<file path="config.mk">
export PLATFORM = sky130hd
export DESIGN_NAME = tclq_ctrl
export DESIGN_NICKNAME = d
export VERILOG_FILES = /design/src/tclq_pkg.sv /design/src/tclq_ctrl.sv
export SDC_FILE = /design/constraint.sdc
export NUM_CORES = 1
export LEC_CHECK = 0
export ABC_AREA = 1
export BUFFER_PORTS_ARGS = -buffer_cell sky130_fd_sc_hd__buf_2
export CORE_AREA = 3 3 40 42
export CTS_CLUSTER_DIAMETER = 80
export DETAILED_ROUTE_END_ITERATION = 6
export DIE_AREA = 0 0 43 45
export PLACE_DENSITY = 0.43
export SETUP_SLACK_MARGIN = 0.1
export SYNTH_ARGS = -nofsm -noshare
export SYNTH_HDL_FRONTEND = slang
export SYNTH_SLANG_ARGS = --single-unit
export TNS_END_PERCENT = 5
</file>
<file path="constraint.sdc">
create_clock -name clk -period 1.6 [get_ports clk]
set_input_delay 0.32 -clock clk [delete_from_list [all_inputs] [get_ports clk]]
set_output_delay 0.32 -clock clk [all_outputs]
set_load 0.01 [all_outputs]
</file>
<file path="src/tclq_pkg.sv">
`timescale 1ns / 1ps

package tclq_pkg;

    localparam int RING_DEPTH_DEF = 64;

    localparam int EPOCH_W = 48;
    localparam int TILE_W  = 16;
    localparam int COORD_W = 32;
    localparam int SIZE_W  = 24;
    localparam int CIDX_W  = 2;

    localparam logic [EPOCH_W-1:0] EPOCH_MAX = {EPOCH_W{1'b1}};

    // Item commands.
    localparam logic CMD_RECORD = 1'b0;
    localparam logic CMD_QUERY  = 1'b1;

    // Configuration register indexes.
    localparam logic [CIDX_W-1:0] CFG_ORIGIN_X  = 2'd0;
    localparam logic [CIDX_W-1:0] CFG_ORIGIN_Z  = 2'd1;
    localparam logic [CIDX_W-1:0] CFG_TILE_SIZE = 2'd2;

    typedef enum logic [2:0] {
        ST_IDLE,
        ST_EXEC,
        ST_CHECK,
        ST_SCAN,
        ST_DRAIN,
        ST_RESP
    } ctl_state_t;

    // Commands from the controller to the datapath.
    typedef struct packed {
        logic load;     // latch an accepted item
        logic record;   // write the ring and advance the epoch
        logic diff;     // form the epoch distance of a query
        logic setup;    // judge early answers and set up the scan
        logic issue;    // read one ring slot into the compare pipeline
        logic respond;  // result is on the ports this cycle
        logic cfg_we;   // configuration write
    } ctl_cmd_t;

    // Status from the datapath to the controller.
    typedef struct packed {
        logic query;
        logic early_done;
        logic last_issue;
        logic pipe_busy;
        logic hit;
    } ctl_stat_t;

endpackage

</file>
<file path="src/tclq_ctrl.sv">
`timescale 1ns / 1ps

module tclq_ctrl
(
    input  logic                 clk,
    input  logic                 rst_n,
    input  logic                 start,
    input  logic                 cfg_valid,
    input  tclq_pkg::ctl_stat_t  stat,
    output tclq_pkg::ctl_cmd_t   cmd,
    output logic                 busy,
    output logic                 done,
    output logic                 cfg_ready
);

    tclq_pkg::ctl_state_t state_reg;
    tclq_pkg::ctl_state_t state_next;

    always_ff @(posedge clk or negedge rst_n)
    begin
        if (!rst_n)
        begin
            state_reg <= tclq_pkg::ST_IDLE;
        end
        else
        begin
            state_reg <= state_next;
        end
    end

    always_comb
    begin
        state_next = state_reg;
        unique case (state_reg)
            tclq_pkg::ST_IDLE:
            begin
                if (start)
                begin
                    state_next = tclq_pkg::ST_EXEC;
                end
            end
            tclq_pkg::ST_EXEC:
            begin
                state_next = stat.query ? tclq_pkg::ST_CHECK : tclq_pkg::ST_RESP;
            end
            tclq_pkg::ST_CHECK:
            begin
                state_next = stat.early_done ? tclq_pkg::ST_RESP : tclq_pkg::ST_SCAN;
            end
            tclq_pkg::ST_SCAN:
            begin
                if (stat.hit)
                begin
                    state_next = tclq_pkg::ST_RESP;
                end
                else if (stat.last_issue)
                begin
                    state_next = tclq_pkg::ST_DRAIN;
                end
            end
            tclq_pkg::ST_DRAIN:
            begin
                if (stat.hit || !stat.pipe_busy)
                begin
                    state_next = tclq_pkg::ST_RESP;
                end
            end
            tclq_pkg::ST_RESP:
            begin
                state_next = tclq_pkg::ST_IDLE;
            end
            default:
            begin
                state_next = tclq_pkg::ST_IDLE;
            end
        endcase
    end

    always_comb
    begin
        cmd         = '0;
        cmd.load    = (state_reg == tclq_pkg::ST_IDLE) && start;
        cmd.record  = (state_reg == tclq_pkg::ST_EXEC) && !stat.query;
        cmd.diff    = (state_reg == tclq_pkg::ST_EXEC) && stat.query;
        cmd.setup   = (state_reg == tclq_pkg::ST_CHECK);
        cmd.issue   = (state_reg == tclq_pkg::ST_SCAN) && !stat.hit;
        cmd.respond = (state_reg == tclq_pkg::ST_RESP);
        cmd.cfg_we  = (state_reg == tclq_pkg::ST_IDLE) && cfg_valid;
        busy        = (state_reg != tclq_pkg::ST_IDLE);
        done        = (state_reg == tclq_pkg::ST_RESP);
        cfg_ready   = (state_reg == tclq_pkg::ST_IDLE);
    end

    // A scan read is only issued from the scan state.
    assert property (@(posedge clk) disable iff (!rst_n)
        cmd.issue |-> state_reg == tclq_pkg::ST_SCAN)
        else $error("ring read issued outside the scan");

    // Every result strobe ends the item and returns to idle.
    assert property (@(posedge clk) disable iff (!rst_n)
        done |=> !busy)
        else $error("controller did not return to idle after a result");

    // A record never goes through the scan states.
    assert property (@(posedge clk) disable iff (!rst_n)
        cmd.record |=> state_reg == tclq_pkg::ST_RESP)
        else $error("record did not respond directly");

endmodule

</file>
---- After elaboration in Yosys (flattened, before gate mapping) ----
Index checks and enable logic that the tools add are counted.
cells by class
  magnitude comparators ................... 0
  reduce and logical (&&, ||, !) cells .... 12
  muxes and demuxes ....................... 7
  equality and inequality tests ........... 8
  $add $sub $neg .......................... 0
  shift-type cells ........................ 0
  bitwise gates (word level) .............. 0
  $mul .................................... 0
  divide/modulo/power cells ............... 0
operators with widths
  cell                count
  $mux 3              6
  $pmux 3 s5          1
  $eq 3x2->1 const B  2
  $eq 3x3->1 const B  2
  $logic_and 1x1->1   5
  $ne 2x2->1 const B  2
  $eq 3x1->1 const B  1
  $logic_not 1->1     3
  $logic_not 3->1     1
  $ne 3x3->1 const B  1
  $reduce_and 3->1    1
  $reduce_bool 3->1   1
  $logic_or 1x1->1    1
word-level totals
  bits in read-only memories .............. 0
  memory bits (writable) .................. 0
  input bits .............................. 9
  bits in latches ......................... 0
  memories ................................ 0
  output and inout port bits .............. 10
  register bits after elaboration ......... 3

---- Logic depth before layout (Yosys ltp) ----
  depth in word-level cells ............... 4
  gate-level depth with buffers ........... 7
  mapped depth without buffers ............ 7

---- Worst setup path after synthesis ----
OpenSTA, ideal clock, no wires.
  path kind ............................... register to output
  start point ............................. register state_reg[2]
  end point ............................... output cmd[1] (netlist name)
  path slack .............................. 0.237 ns
  required time ........................... 1.280 ns
  path buffers ............................ 1
  stages on the path, launching flop included .. 4
  arrival time ............................ 1.043 ns
  cells stage by stage .................... dfrtp_1 > inv_2 > nor3_1 > buf_4
on the way
  word-level cells in the longest chain between the ends .. 1
RTL lines
  element                 RTL line         RTL
  start, declared         tclq_ctrl.sv:16  tclq_pkg::ctl_state_t state_reg;
  start signal, assigned  tclq_ctrl.sv:23  state_reg <= tclq_pkg::ST_IDLE;
  start signal, assigned  tclq_ctrl.sv:27  state_reg <= state_next;
  $eq 3x3->1              -
  end, declared           tclq_ctrl.sv:10  output tclq_pkg::ctl_cmd_t cmd,
No other way between the ends.

==> flow_summary_export.csv <==
group,metric,value,unit
outcome,outcome,"complete, no violations",
setup_path,worstPathArrival,1.15,ns
route,num_vias,343,
global_routing,track_usage,0.08013,
placement,gp_congestion,0.6900,
setup_path,slowest_delay,0.43,ns
global_routing,grt_first_pass_wirelength,1.110,mm
pwr,p_leak,0.2652,nW
route,drc_errors,0,
setup_path,end_kind,"output pin",
route,ant_nets,0,
floorplan,core_area,1285,sq um
timing,setup_ws,0.1316,ns
yosys,synth_fp_nets,55,
clock_network,clockBufferDepth,2,
placement,dpl_worst_slack,0.3219,ns
floorplan,rows,13,
pwr,ir_worst_vdd,0.0008152,V
setup_path,crit_chain,"nor2_2 > nand2_2 > nor2_1 > buf_2",
setup_path,cp_top_family,"flip-flops",
timing,slew_headroom,0.8366,
clock_network,htreeDepth,1,
run,drv_cap,0,
yosys,ys_seq_area_frac,0.2885,
timing,worst_pin_slew,0.2432,ns
clock_network,clock_latency,0.24,ns
final_layout,layout_common_cells,"buf_2 (18), nand2_1 (10), inv_1 (9), nor2_1 (9), nand3_1 (4)",
yosys,yosys_warnings,0,
floorplan,dieWidth,43,um
timing,max_freq,0.6810,GHz
final_layout,nFillCells,148,
timing,rsz0062_at_grt,"true",
route,viasPerCell,4.083,
yosys,synth_area,260.3,sq um
global_routing,grt_max_degree,8,
yosys,synth_top_area_frac,0.2885,
hold_path,min_path_type,"input port to flop",
clock_network,clk_transition_reported_paths,0.04,ns
setup_path,worstPathRequired,1.28,ns
setup_path,worst-path-max-fanout,7,
yosys,postSynthAreaPerCell,5.658,sq um
placement,io_buffers,18,
clock_network,cts_root_buffer,"clkbuf_4",
final_layout,diodes,0,
timing,fin_skew,0.004647,ns
floorplan,io_pins,19,
final_layout,layout-drive-gt1-share,0.3913,
placement,dp_hpwl,582.5,um
final_layout,nets,79,
yosys,synthTopCellsByArea,"dfrtp_1 (29%), nand2_1 (14%), nor2_1 (14%), inv_1 (13%), nand3_1 (7.7%)",
clock_network,clock-sinks,3,
clock_network,numCtsBuffers,3,
timing,fin_crit,1.468,ns
timing,drv_slew,0,
route,drt-total-wl,722,um
timing,hold_viol,0,
timing,post-route-period-util,0.9178,
global_routing,antenna_found_initial,0,
floorplan,die_h,45,um
setup_path,crit_slowest_cell,"dfrtp_2",
yosys,ys_seq_elements,3,
floorplan,die_area,1935,sq um
final_layout,area_growth,57.69,%
floorplan,start_util,0.2025,
route,first_pass_iters,4,
global_routing,grt_pass1_vias,280,
global_routing,overflow,0,
pwr,powerDensity,1839,nW/um^2
setup_path,crit_type,"flop to output pin",
final_layout,final_common_cell,"buf_2",
route,drtIter0Drc,3,
timing,tns,0,ns
yosys,yosys.area.top_type,"dfrtp_1",
setup_path,timing.critical_path.buf_inv,1,
final_layout,largest_register_ffs,3,
clock_network,cts_tree,"yes",
yosys,netlist_instances,46,
setup_path,startpoint_type,"flop",
route,wl_per_cell,8.595,um
timing,setup_viol,0,
yosys,netlist-cell-type-count,12,
worst min-delay path: stages:
cell and delay, ns:
buf_2 0.09, inv_1 0.03, nand2_1 0.05, nand3b_1 0.07
path summary, 6_finish.rpt:
check / start / endpoint / slack (ns) / cells past startpoint
setup / recovery: state_reg[0] / cmd[6] / 0.13 / 4
hold / removal: stat[3] / state_reg[1] / 0.38 / 4
setup reg to reg: state_reg[0] / state_reg[2] / 0.43 / 7
hold reg to reg: state_reg[2] / state_reg[2] / 0.66 / 2
max in group asynchronous: rst_n / state_reg[0] / 1.07 / 2
min in group asynchronous: rst_n / state_reg[1] / 0.41 / 2
power breakdown:
part           internal [mW]  total (mW)  switching (mW)  leakage (nW)
Clock                 0.0935       0.134          0.0401        0.0150
Combinational          0.184       0.444           0.259         0.215
Sequential             0.119       0.178          0.0582        0.0354
Total                  0.397       0.755           0.358         0.265
per-stage QoR:
| stage | cell area [sq um] | hold slack [ns] | power, mW | instances | utilization |
|---|---|---|---|---|---|
| after floorplan | 260.3 | 0.02441 | 0.4463 | 46 | - |
| after global placement | 361.6 | 0.1177 | 0.5892 | 78 | 0.2814 |
| after detailed placement | 361.6 | 0.1190 | 0.5846 | 78 | 0.2814 |
| after CTS | 400.4 | 0.3676 | 0.7363 | 83 | 0.3116 |
| after global routing | 410.4 | 0.4060 | 0.8362 | 84 | 0.3194 |
| final | 410.4 | 0.3754 | 0.7549 | 84 | 0.3194 |
per-layer routing:
layer	vias up	routed length, um	track usage
li1	185	-	-
met1	140	317	0.08981
met2	16	323	0.1198
met3	2	65	0.03984
met4	0	16	0.05422
met5	-	0	0
cell usage after synthesis:
cell type,count
nand3_1,4
nor3_1,3
nand3b_1,1
nand2_1,10
buf_4,1
nor2_1,10
nand2_2,1
inv_1,9
nand4_1,1
inv_2,1
dfrtp_1,3
o21ai_0,2
logic make-up (layout without fill, tap and decap cells):
logic type      count (synthesis)  after routing  synth area share
buf+inv                        11             34            0.1731
flops                           3              3            0.2885
compound gates                  2              2           0.03846
simple gates                   30             30            0.5001
repair_timing:
action / 4_1_cts / 5_1_grt
endpoints found under the setup margin: 4 / 8
hold buffers: 1 / 0
gates resized for setup: 1 / 2
hold endpoints to repair: 3 / 0
gates cloned: 0 / 0
pin swaps: 0 / 1
buffers inserted: 0 / 1
layout make-up:
class                      count  area [sq um]  share of cell area
inverter                      10         37.54             0.09146
tap                           15         18.77             0.04573
sequential                     3         77.57              0.1890
timing repair buffer          20         107.6              0.2622
clock buffer                   4         26.28             0.06402
multi-input combinational     32         142.6              0.3476
Note: power is estimated with default switching activity, not from simulation.
